<file path="src/rtl/feed_packet_tag_parser_macros.svh">
// Assertion macros for the feed packet tag parser RTL.
// No dependencies; included by fptp_seq, the module that carries assertions.
`ifndef FEED_PACKET_TAG_PARSER_MACROS_SVH
`define FEED_PACKET_TAG_PARSER_MACROS_SVH

// Same-cycle implication, disabled while reset is asserted
`define FPTP_ASSERT_NOW(label, clk, rst_n, ante, cons, msg) \
  label: assert property (@(posedge clk) disable iff (!rst_n) (ante) |-> (cons)) \
    else $error(msg);

// Next-cycle implication, disabled while reset is asserted
`define FPTP_ASSERT_NEXT(label, clk, rst_n, ante, cons, msg) \
  label: assert property (@(posedge clk) disable iff (!rst_n) (ante) |=> (cons)) \
    else $error(msg);

`endif

</file>
<file path="src/rtl/fptp_pkg.sv">
// Package for the feed packet tag parser: header layout constants, codes,
// and the structs passed between the parser and the result sequencer.
// No dependencies.
`timescale 1ns / 1ps

package fptp_pkg;

  // Header layout
  localparam int unsigned HDR_LEN      = 26;
  localparam int unsigned HDR_AW       = 5;
  localparam logic [HDR_AW-1:0] HDR_LAST = 5'(HDR_LEN - 1);
  localparam int unsigned ISSUE_FIRST  = 6;
  localparam int unsigned ISSUE_LEN    = 12;
  localparam int unsigned ISSUE_CW     = 4;
  localparam logic [7:0]  ASCII_SPACE  = 8'h20;

  localparam int unsigned OFS_GROUP    = 0;
  localparam int unsigned OFS_REBOOTS  = 1;
  localparam int unsigned OFS_SEQ      = 2;
  localparam int unsigned OFS_UPDATE   = 18;
  localparam int unsigned OFS_PKT_NUM  = 22;
  localparam int unsigned OFS_PKT_TOT  = 23;
  localparam int unsigned OFS_UTILITY  = 24;
  localparam int unsigned OFS_MSG_CNT  = 25;

  // Parser phase
  typedef enum logic [1:0] {
    PH_HDR  = 2'd0,
    PH_LEN  = 2'd1,
    PH_BODY = 2'd2,
    PH_DROP = 2'd3
  } phase_t;

  // Result kind codes
  typedef enum logic [2:0] {
    KIND_HDR   = 3'd0,
    KIND_ISSUE = 3'd1,
    KIND_TAG   = 3'd2,
    KIND_DONE  = 3'd3,
    KIND_ABORT = 3'd4
  } kind_t;

  // Packet marker that closes a burst
  typedef enum logic [1:0] {
    TRAIL_NONE  = 2'd0,
    TRAIL_DONE  = 2'd1,
    TRAIL_ABORT = 2'd2
  } trail_t;

  // Results caused by one input byte, in emission order
  typedef struct packed {
    logic                hdr;
    logic [ISSUE_CW-1:0] iss_cnt;
    logic                tag;
    logic [7:0]          data;
    logic                start;
    trail_t              trail;
  } desc_t;

  // Result currently offered by the sequencer
  typedef struct packed {
    logic                valid;
    kind_t               kind;
    logic                final_res;
    logic [ISSUE_CW-1:0] iss_idx;
    logic [7:0]          data;
    logic                start;
  } sel_t;

endpackage

</file>
<file path="src/rtl/fptp_in_if.sv">
// Input channel of the feed packet tag parser: one payload byte per request.
// Depends on nothing.
`timescale 1ns / 1ps

interface fptp_in_if;
  logic       valid;
  logic       ready;
  logic [7:0] payload_byte;
  logic       datagram_end;

  modport source (output valid, output payload_byte, output datagram_end, input ready);
  modport sink   (input valid, input payload_byte, input datagram_end, output ready);
endinterface

</file>
<file path="src/rtl/fptp_out_if.sv">
// Result channel of the feed packet tag parser: one decoded result per request.
// Depends on nothing.
`timescale 1ns / 1ps

interface fptp_out_if;
  logic        valid;
  logic        ready;
  logic [2:0]  kind;
  logic        final_res;
  logic [31:0] seq_no;
  logic [31:0] upd_no;
  logic [7:0]  group_number;
  logic [7:0]  reboots;
  logic [7:0]  pkt_no;
  logic [7:0]  total_packets;
  logic [7:0]  util_flg;
  logic [7:0]  msg_cnt;
  logic [7:0]  data_byte;
  logic        tag_start;

  modport source (
    output valid, input ready, output kind, output final_res,
    output seq_no, output upd_no, output group_number,
    output reboots, output pkt_no, output total_packets,
    output util_flg, output msg_cnt, output data_byte, output tag_start
  );
  modport sink (
    input valid, output ready, input kind, input final_res,
    input seq_no, input upd_no, input group_number,
    input reboots, input pkt_no, input total_packets,
    input util_flg, input msg_cnt, input data_byte, input tag_start
  );
endinterface

</file>
<file path="src/rtl/feed_packet_tag_parser.sv">
// Top level of the feed packet tag parser: byte parser, header store and
// result sequencer. Depends on fptp_pkg, fptp_in_if, fptp_out_if, fptp_seq.
`timescale 1ns / 1ps
//
//  channel | dir | handshake   | payload
//  --------+-----+-------------+-----------------------------------------------
//  in_ch   | in  | valid/ready | payload_byte, datagram_end
//  out_ch  | out | valid/ready | kind, final_res, header fields, data_byte, ...
//
//  Takes one payload byte per cycle. A byte that completes a header raises
//  a burst of up to 14 results; the sequencer drains it one per cycle and
//  input waits until the last result of the burst is being taken.
//  Any other byte gives at most two results (tag byte, then packet marker).
//  rst_n is synchronous, active low; it clears the parser and the sequencer.
//  A stalled out_ch holds its result; input is taken again on the final pop.

module feed_packet_tag_parser
  import fptp_pkg::*;
(
  input  logic       clk,
  input  logic       rst_n,
  fptp_in_if.sink    in_ch,
  fptp_out_if.source out_ch
);

  phase_t            phase_r,    phase_nxt;
  logic [HDR_AW-1:0] hpos_r,     hpos_nxt;
  logic [7:0]        tags_left_r, tags_left_nxt;
  logic [7:0]        bytes_left_r, bytes_left_nxt;
  logic              first_r,    first_nxt;
  logic [7:0]        hdr_store_r [HDR_LEN];

  logic              accept;
  logic              pop;
  logic              open_pkt;
  logic [7:0]        bl_dec;
  logic [7:0]        tl_dec;
  logic [ISSUE_CW-1:0] iss_cnt;
  logic [HDR_AW-1:0] iss_addr;
  desc_t             desc;
  logic              load;
  sel_t              sel;

  // Take a new byte when nothing is owed or the last owed result leaves now
  assign pop          = sel.valid && out_ch.ready;
  assign in_ch.ready  = !sel.valid || (out_ch.ready && sel.final_res);
  assign accept       = in_ch.valid && in_ch.ready;

  // Trimmed issue code length: highest non-space byte wins
  always_comb begin
    iss_cnt = '0;
    for (int i = 0; i < ISSUE_LEN; i++) begin
      if (hdr_store_r[ISSUE_FIRST + i] != ASCII_SPACE) begin
        iss_cnt = ISSUE_CW'(i + 1);
      end
    end
  end

  assign bl_dec = bytes_left_r - 8'd1;
  assign tl_dec = tags_left_r - 8'd1;

  // Parse one byte: next state and the results it causes
  always_comb begin
    phase_nxt      = phase_r;
    hpos_nxt       = hpos_r;
    tags_left_nxt  = tags_left_r;
    bytes_left_nxt = bytes_left_r;
    first_nxt      = first_r;
    open_pkt       = 1'b0;
    desc           = '0;
    desc.trail     = TRAIL_NONE;
    desc.data      = in_ch.payload_byte;
    desc.start     = first_r;
    case (phase_r)
      PH_HDR: begin
        if (hpos_r == HDR_LAST) begin
          hpos_nxt      = '0;
          desc.hdr      = 1'b1;
          desc.iss_cnt  = iss_cnt;
          tags_left_nxt = in_ch.payload_byte;
          if (in_ch.payload_byte == 8'd0) begin
            desc.trail = TRAIL_DONE;
          end else begin
            phase_nxt = PH_LEN;
            open_pkt  = 1'b1;
          end
        end else begin
          hpos_nxt = hpos_r + HDR_AW'(1);
        end
      end
      PH_LEN: begin
        if (in_ch.payload_byte == 8'd0) begin
          desc.trail = TRAIL_ABORT;
          phase_nxt  = PH_DROP;
        end else begin
          bytes_left_nxt = in_ch.payload_byte;
          first_nxt      = 1'b1;
          phase_nxt      = PH_BODY;
          open_pkt       = 1'b1;
        end
      end
      PH_BODY: begin
        desc.tag       = 1'b1;
        first_nxt      = 1'b0;
        bytes_left_nxt = bl_dec;
        if (bl_dec == 8'd0) begin
          tags_left_nxt = tl_dec;
          if (tl_dec == 8'd0) begin
            desc.trail = TRAIL_DONE;
            phase_nxt  = PH_HDR;
            hpos_nxt   = '0;
          end else begin
            phase_nxt = PH_LEN;
            open_pkt  = 1'b1;
          end
        end else begin
          open_pkt = 1'b1;
        end
      end
      default: begin
      end
    endcase
    // End of datagram: abandon an open packet and start over
    if (in_ch.datagram_end) begin
      if (open_pkt) begin
        desc.trail = TRAIL_ABORT;
      end
      phase_nxt      = PH_HDR;
      hpos_nxt       = '0;
      tags_left_nxt  = '0;
      bytes_left_nxt = '0;
      first_nxt      = 1'b0;
    end
  end

  assign load = accept && (desc.hdr || desc.tag || (desc.trail != TRAIL_NONE));

  // Advance parser state on each accepted byte
  always_ff @(posedge clk) begin
    if (!rst_n) begin
      phase_r      <= PH_HDR;
      hpos_r       <= '0;
      tags_left_r  <= '0;
      bytes_left_r <= '0;
      first_r      <= 1'b0;
    end else if (accept) begin
      phase_r      <= phase_nxt;
      hpos_r       <= hpos_nxt;
      tags_left_r  <= tags_left_nxt;
      bytes_left_r <= bytes_left_nxt;
      first_r      <= first_nxt;
    end
  end

  // Capture header bytes as they arrive
  always_ff @(posedge clk) begin
    if (accept && (phase_r == PH_HDR)) begin
      hdr_store_r[hpos_r] <= in_ch.payload_byte;
    end
  end

  fptp_seq u_seq (
    .clk   (clk),
    .rst_n (rst_n),
    .load  (load),
    .desc  (desc),
    .pop   (pop),
    .sel   (sel)
  );

  assign iss_addr = HDR_AW'(ISSUE_FIRST) + HDR_AW'(sel.iss_idx);

  // Drive the result fields; fields outside the result's kind read zero
  always_comb begin
    out_ch.valid         = sel.valid;
    out_ch.kind          = sel.kind;
    out_ch.final_res     = sel.final_res;
    out_ch.seq_no        = '0;
    out_ch.upd_no        = '0;
    out_ch.group_number  = '0;
    out_ch.reboots       = '0;
    out_ch.pkt_no        = '0;
    out_ch.total_packets = '0;
    out_ch.util_flg      = '0;
    out_ch.msg_cnt       = '0;
    out_ch.data_byte     = '0;
    out_ch.tag_start     = 1'b0;
    case (sel.kind)
      KIND_HDR: begin
        out_ch.seq_no        = {hdr_store_r[OFS_SEQ], hdr_store_r[OFS_SEQ + 1],
                                hdr_store_r[OFS_SEQ + 2], hdr_store_r[OFS_SEQ + 3]};
        out_ch.upd_no        = {hdr_store_r[OFS_UPDATE], hdr_store_r[OFS_UPDATE + 1],
                                hdr_store_r[OFS_UPDATE + 2], hdr_store_r[OFS_UPDATE + 3]};
        out_ch.group_number  = hdr_store_r[OFS_GROUP];
        out_ch.reboots       = hdr_store_r[OFS_REBOOTS];
        out_ch.pkt_no        = hdr_store_r[OFS_PKT_NUM];
        out_ch.total_packets = hdr_store_r[OFS_PKT_TOT];
        out_ch.util_flg      = hdr_store_r[OFS_UTILITY];
        out_ch.msg_cnt       = hdr_store_r[OFS_MSG_CNT];
      end
      KIND_ISSUE: begin
        out_ch.data_byte = hdr_store_r[iss_addr];
      end
      KIND_TAG: begin
        out_ch.data_byte = sel.data;
        out_ch.tag_start = sel.start;
      end
      default: begin
      end
    endcase
  end

endmodule

</file>
<file path="src/rtl/fptp_seq.sv">
// Result sequencer: holds the results caused by one input byte and offers
// them in order, one per cycle while they are popped. Depends on fptp_pkg and the macros header.
`timescale 1ns / 1ps
`include "feed_packet_tag_parser_macros.svh"

module fptp_seq
  import fptp_pkg::*;
(
  input  logic  clk,
  input  logic  rst_n,
  input  logic  load,
  input  desc_t desc,
  input  logic  pop,
  output sel_t  sel
);

  logic                hdr_r,      hdr_nxt;
  logic [ISSUE_CW-1:0] iss_left_r, iss_left_nxt;
  logic [ISSUE_CW-1:0] iss_idx_r,  iss_idx_nxt;
  logic                tag_r,      tag_nxt;
  trail_t              trail_r,    trail_nxt;
  logic [7:0]          data_r,     data_nxt;
  logic                start_r,    start_nxt;

  logic has_iss;
  logic has_trail;

  // Pick the first pending result and flag it when nothing follows
  always_comb begin
    has_iss   = (iss_left_r != '0);
    has_trail = (trail_r != TRAIL_NONE);
    sel           = '0;
    sel.valid     = hdr_r | has_iss | tag_r | has_trail;
    sel.iss_idx   = iss_idx_r;
    sel.data      = data_r;
    sel.start     = start_r;
    if (hdr_r) begin
      sel.kind      = KIND_HDR;
      sel.final_res = !has_iss && !tag_r && !has_trail;
    end else if (has_iss) begin
      sel.kind      = KIND_ISSUE;
      sel.final_res = (iss_left_r == ISSUE_CW'(1)) && !tag_r && !has_trail;
    end else if (tag_r) begin
      sel.kind      = KIND_TAG;
      sel.final_res = !has_trail;
    end else begin
      sel.kind      = (trail_r == TRAIL_ABORT) ? KIND_ABORT : KIND_DONE;
      sel.final_res = 1'b1;
    end
  end

  // Retire the offered result on pop; take a new request on load
  always_comb begin
    hdr_nxt      = hdr_r;
    iss_left_nxt = iss_left_r;
    iss_idx_nxt  = iss_idx_r;
    tag_nxt      = tag_r;
    trail_nxt    = trail_r;
    data_nxt     = data_r;
    start_nxt    = start_r;
    if (pop) begin
      if (hdr_r) begin
        hdr_nxt = 1'b0;
      end else if (has_iss) begin
        iss_left_nxt = iss_left_r - ISSUE_CW'(1);
        iss_idx_nxt  = iss_idx_r + ISSUE_CW'(1);
      end else if (tag_r) begin
        tag_nxt = 1'b0;
      end else begin
        trail_nxt = TRAIL_NONE;
      end
    end
    if (load) begin
      hdr_nxt      = desc.hdr;
      iss_left_nxt = desc.iss_cnt;
      iss_idx_nxt  = '0;
      tag_nxt      = desc.tag;
      trail_nxt    = desc.trail;
      data_nxt     = desc.data;
      start_nxt    = desc.start;
    end
  end

  always_ff @(posedge clk) begin
    if (!rst_n) begin
      hdr_r      <= 1'b0;
      iss_left_r <= '0;
      iss_idx_r  <= '0;
      tag_r      <= 1'b0;
      trail_r    <= TRAIL_NONE;
    end else begin
      hdr_r      <= hdr_nxt;
      iss_left_r <= iss_left_nxt;
      iss_idx_r  <= iss_idx_nxt;
      tag_r      <= tag_nxt;
      trail_r    <= trail_nxt;
    end
    data_r  <= data_nxt;
    start_r <= start_nxt;
  end

  // A new request never lands on results that are still owed
  `FPTP_ASSERT_NOW(a_load_when_free, clk, rst_n, load, !sel.valid || (pop && sel.final_res), "sequencer loaded while results pending")
  // An offered result that is not taken stays offered
  `FPTP_ASSERT_NEXT(a_hold_unpopped, clk, rst_n, sel.valid && !pop && !load, sel.valid, "pending result lost without pop")
  // Issue code never runs past its twelve bytes
  `FPTP_ASSERT_NOW(a_iss_bound, clk, rst_n, 1'b1, (iss_left_r + iss_idx_r) <= ISSUE_CW'(ISSUE_LEN), "issue code index out of range")

endmodule

</file>
<file path="src/flat_wrapper.sv">
// flat-port wrapper written by rule: the top's interface ports become plain ports
module feed_packet_tag_parser_flat import fptp_pkg::*;
  (clk, rst_n, in_ch_valid, in_ch_payload_byte, in_ch_datagram_end, in_ch_ready, out_ch_valid, out_ch_ready, out_ch_kind, out_ch_final_res, out_ch_seq_no, out_ch_upd_no, out_ch_group_number, out_ch_reboots, out_ch_pkt_no, out_ch_total_packets, out_ch_util_flg, out_ch_msg_cnt, out_ch_data_byte, out_ch_tag_start);
  fptp_in_if in_ch_i ();
  fptp_out_if out_ch_i ();
  input  logic clk;
  input  logic rst_n;
  input wire logic [$bits(in_ch_i.valid)-1:0] in_ch_valid;
  input wire logic [$bits(in_ch_i.payload_byte)-1:0] in_ch_payload_byte;
  input wire logic [$bits(in_ch_i.datagram_end)-1:0] in_ch_datagram_end;
  output wire logic [$bits(in_ch_i.ready)-1:0] in_ch_ready;
  output wire logic [$bits(out_ch_i.valid)-1:0] out_ch_valid;
  input wire logic [$bits(out_ch_i.ready)-1:0] out_ch_ready;
  output wire logic [$bits(out_ch_i.kind)-1:0] out_ch_kind;
  output wire logic [$bits(out_ch_i.final_res)-1:0] out_ch_final_res;
  output wire logic [$bits(out_ch_i.seq_no)-1:0] out_ch_seq_no;
  output wire logic [$bits(out_ch_i.upd_no)-1:0] out_ch_upd_no;
  output wire logic [$bits(out_ch_i.group_number)-1:0] out_ch_group_number;
  output wire logic [$bits(out_ch_i.reboots)-1:0] out_ch_reboots;
  output wire logic [$bits(out_ch_i.pkt_no)-1:0] out_ch_pkt_no;
  output wire logic [$bits(out_ch_i.total_packets)-1:0] out_ch_total_packets;
  output wire logic [$bits(out_ch_i.util_flg)-1:0] out_ch_util_flg;
  output wire logic [$bits(out_ch_i.msg_cnt)-1:0] out_ch_msg_cnt;
  output wire logic [$bits(out_ch_i.data_byte)-1:0] out_ch_data_byte;
  output wire logic [$bits(out_ch_i.tag_start)-1:0] out_ch_tag_start;
  assign in_ch_i.valid = in_ch_valid;
  assign in_ch_i.payload_byte = in_ch_payload_byte;
  assign in_ch_i.datagram_end = in_ch_datagram_end;
  assign in_ch_ready = in_ch_i.ready;
  assign out_ch_valid = out_ch_i.valid;
  assign out_ch_i.ready = out_ch_ready;
  assign out_ch_kind = out_ch_i.kind;
  assign out_ch_final_res = out_ch_i.final_res;
  assign out_ch_seq_no = out_ch_i.seq_no;
  assign out_ch_upd_no = out_ch_i.upd_no;
  assign out_ch_group_number = out_ch_i.group_number;
  assign out_ch_reboots = out_ch_i.reboots;
  assign out_ch_pkt_no = out_ch_i.pkt_no;
  assign out_ch_total_packets = out_ch_i.total_packets;
  assign out_ch_util_flg = out_ch_i.util_flg;
  assign out_ch_msg_cnt = out_ch_i.msg_cnt;
  assign out_ch_data_byte = out_ch_i.data_byte;
  assign out_ch_tag_start = out_ch_i.tag_start;
  feed_packet_tag_parser u_core (.clk(clk), .rst_n(rst_n), .in_ch(in_ch_i), .out_ch(out_ch_i));
endmodule
</file>
<file path="config.mk">
export PLATFORM = sky130hd
export DESIGN_NAME = feed_packet_tag_parser_flat
export DESIGN_NICKNAME = d
export VERILOG_FILES = /design/src/rtl/fptp_pkg.sv /design/src/rtl/fptp_in_if.sv /design/src/rtl/fptp_out_if.sv /design/src/rtl/feed_packet_tag_parser.sv /design/src/rtl/fptp_seq.sv /design/src/flat_wrapper.sv
export VERILOG_INCLUDE_DIRS = /design/src /design/src/rtl
export SDC_FILE = /design/constraint.sdc
export NUM_CORES = 1
export LEC_CHECK = 0
export BUFFER_PORTS_ARGS = -buffer_cell sky130_fd_sc_hd__buf_4
export CORE_MARGIN = 1.5
export CORE_UTILIZATION = 45
export DETAILED_ROUTE_END_ITERATION = 8
export GPL_TIMING_DRIVEN = 1
export SYNTH_ARGS = -nofsm -noshare
export SYNTH_HDL_FRONTEND = slang
export SYNTH_HIERARCHICAL = 1
export SYNTH_SLANG_ARGS = --single-unit
</file>
<file path="constraint.sdc">
create_clock -name clk -period 5.8 [get_ports clk]
set_clock_uncertainty 0.15 [all_clocks]
set_input_delay 1.16 -clock clk [delete_from_list [all_inputs] [get_ports clk]]
set_output_delay 1.16 -clock clk [all_outputs]
set_load 0.05 [all_outputs]
</file>
==> flow_metrics.tcl <==
set metrics [dict create \
    rows 64 \
    initial_core_util_pct 45.57 \
    final_cell_mix "edfxtp_1, buf_4, and2_1" \
    crit_fanout 8 \
    io_pins 140 \
    power_frac_seq_pct 50.3 \
    h-tree-depth 2 \
    ys_ff_latch 301 \
    min_path_type "flip-flop to flip-flop" \
    period_needed_ns 5.129 \
    ctsRootBufferMaster "clkbuf_16" \
    ant_nets 0 \
    fin_area_sq_um 16380 \
    cts_tree "yes" \
    setup-violations-final 0 \
    final_common_cell "edfxtp_1" \
    ys_types 66 \
    yosysSeqAreaShare_pct 62.59 \
    drt_pre_antenna_iters 5 \
    cts_hold_buf 0 \
    max_cap_viol_count 0 \
    synth_edf_count 265 \
    fin_hold_ws_ns 0.2856 \
    area_growth_pct 18.16 \
    grt_max_degree 113 \
    place_area_sq_um 15270 \
    drt_iter0_drc 958 \
    gp_congestion 0.8490 \
    placeableCoreArea_sq_um 30430 \
    rrSetupSlack_ns 1.77 \
    hold_viol 0 \
    cts_made_buffers 34 \
    required_ns 4.49 \
    powerDensity_nw_per_um2 290.9 \
    worst_slew_pin_slew_ns 1.308 \
    p_int_mw 3.734 \
    max_freq_mhz 195.0 \
    insertion_delay_ns 0.51 \
    cts.path.max_buffers 3 \
    yosys_most_used_dff "edfxtp_1" \
    cp_data_arrival_time_ns 3.82 \
    cts_resized 0 \
    grt_use_total_pct 23.58 \
    comb_power_share_pct 4.9 \
    wl_per_cell_microns 23.86 \
    wl_microns 37290 \
    drc 0 \
    synth_nets 1040 \
    period_share_pct 88.42 \
    async_flop_share_pct 0 \
    vias 9362 \
    tns_ns 0 \
    pwr-share-clk_pct 44.8 \
    yosys_warnings 6 \
    syn_area_sq_um 13870 \
    postSynthCellCount 1010 \
    status "finished clean" \
    grt_pass1_vias 8846 \
    leakagePower_nw 5.645 \
    switchingPower_mw 1.032 \
    slew_viol_final 0 \
    cts_setup_buffers 0 \
    clk_pin_slew_worst_paths_ns 0.06 \
    start_kind "flip-flop" \
    end_kind "output port" \
    fp.dieH_microns 178.5 \
    portBuffers 139 \
    slew_headroom_pct 12.60 \
    gr-total-overflow 0 \
    ir_worst_vdd_mv 0.2025 \
    vias_per_cell 5.990 \
    clock-sinks 301 \
    p_sw_share_pct 21.65 \
    drive_gt1_share_pct 24.19 \
    antenna_found_initial 1 \
    postSynthAreaPerCell_sq_um 13.73 \
    fp.dieW_microns 178.5 \
    die_area_sq_um 31870 \
    path_class "flip-flop to output port" \
    fin_nets 1171 \
    grt_pass1_wl_microns 55080 \
    dp_hpwl_microns 24780 \
    fill_cells 2493 \
    rsz0062_at_grt "false" \
    fin_util_pct 53.84 \
]
==> layer usage <==
metal	track usage, %	up-vias	routed length (microns)
met3	4.284	63	3062
met2	36.01	464	16870
met4	7.049	0	869
met1	34.42	4711	16480
li1	-	4124	-
met5	0	-	0
==> flip-flops by register name, summed over array words and instances (netlist names), 2 cells and up <==
name / flops
u_core/u_seq/iss_left_r: 4
u_core/phase_r: 2
u_core/u_seq/iss_idx_r: 4
u_core/bytes_left_r: 8
u_core/hdr_store_r: 256
u_core/u_seq/data_r: 8
u_core/u_seq/trail_r: 2
u_core/hpos_r: 5
u_core/tags_left_r: 8
==> path summary, 6_finish.rpt <==
kind	from	end	cells after the start
worst max register to register	u_core/u_seq/iss_left_r[0]	u_core/hdr_store_r[28][2]	8
worst min-delay path	u_core/first_r	u_core/u_seq/start_r	0
worst min register to register	u_core/first_r	u_core/u_seq/start_r	0
worst max-delay path	u_core/u_seq/iss_left_r[0]	out_ch_data_byte[6]	10
==> synth_stat cells, drive strengths merged (17+ instances only) <==
master / instances / area [sq um]
a21oi: 48 / 244.0
a221oi: 17 / 148.9
and2: 119 / 744.5
clkbuf: 38 / 142.6
dfxtp: 36 / 720.7
edfxtp: 265 / 7958
ha: 17 / 212.7
inv: 21 / 78.83
mux4: 64 / 1441
nand2: 97 / 364.1
nand3: 25 / 125.1
nor2: 53 / 198.9
nor4: 18 / 112.6
o21ai: 33 / 165.1
==> cells by family (layout without fill, tap and decap cells) <==
family | after synthesis | in the layout | synth area share, %
AOI/OAI and AO/OA | 149 | 149 | 7.156
xor gates and xnor gates | 9 | 9 | 0.5685
adders and majority gates | 17 | 17 | 1.534
buffers and inverters | 75 | 231 | 2.193
DFF | 301 | 301 | 62.59
muxes | 70 | 70 | 10.83
other | 0 | 1 | 0
and+or+nand+nor | 389 | 389 | 15.13
==> worst max-delay path: stages (launching register included) <==
cell and delay [ns]:
dfxtp_1 0.34, inv_1 0.08, ha_1 0.22, or3b_2 0.53
nor4_1 0.69, nor2_1 0.19, nand4_1 0.35, a21oi_1 0.09
a221oi_1 0.49, nand2_1 0.12, buf_4 0.22
==> power by group through the flow <==
stage | registers [mW] | clock network (mW) | logic [mW]
2_1_floorplan | 2.44 | 0 | 0.142
3_3_place_gp | 2.44 | 0 | 0.232
3_5_place_dp | 2.44 | 0 | 0.235
4_1_cts | 2.40 | 2.17 | 0.236
5_1_grt | 2.40 | 2.26 | 0.255
6_report | 2.40 | 2.14 | 0.234
==> metrics by stage <==
stage	setup WS (ns)	instances	total power [mW]
6_report	0.6715	1563	4.766
2_1_floorplan	0.5837	1010	2.578
3_3_place_gp	1.212	1501	2.673
5_1_grt	0.4596	1562	4.908
3_5_place_dp	1.228	1501	2.676
4_1_cts	0.6965	1562	4.803
==> layout make-up <==
cell class                      count  area, sq um  share of cell area (%)
Tap cell                          396        495.5                   3.024
Inverter                           23        86.33                  0.5270
Antenna cell                        1        2.502                 0.01527
Timing Repair Buffer              147         1116                   6.812
Multi-Input combinational cell    634         4888                   29.84
Clock inverter                     21        216.5                   1.321
Sequential cell                   301         8683                   53.00
Clock buffer                       40        894.6                   5.461
No activity file was read; power rests on OpenSTA's default activity.
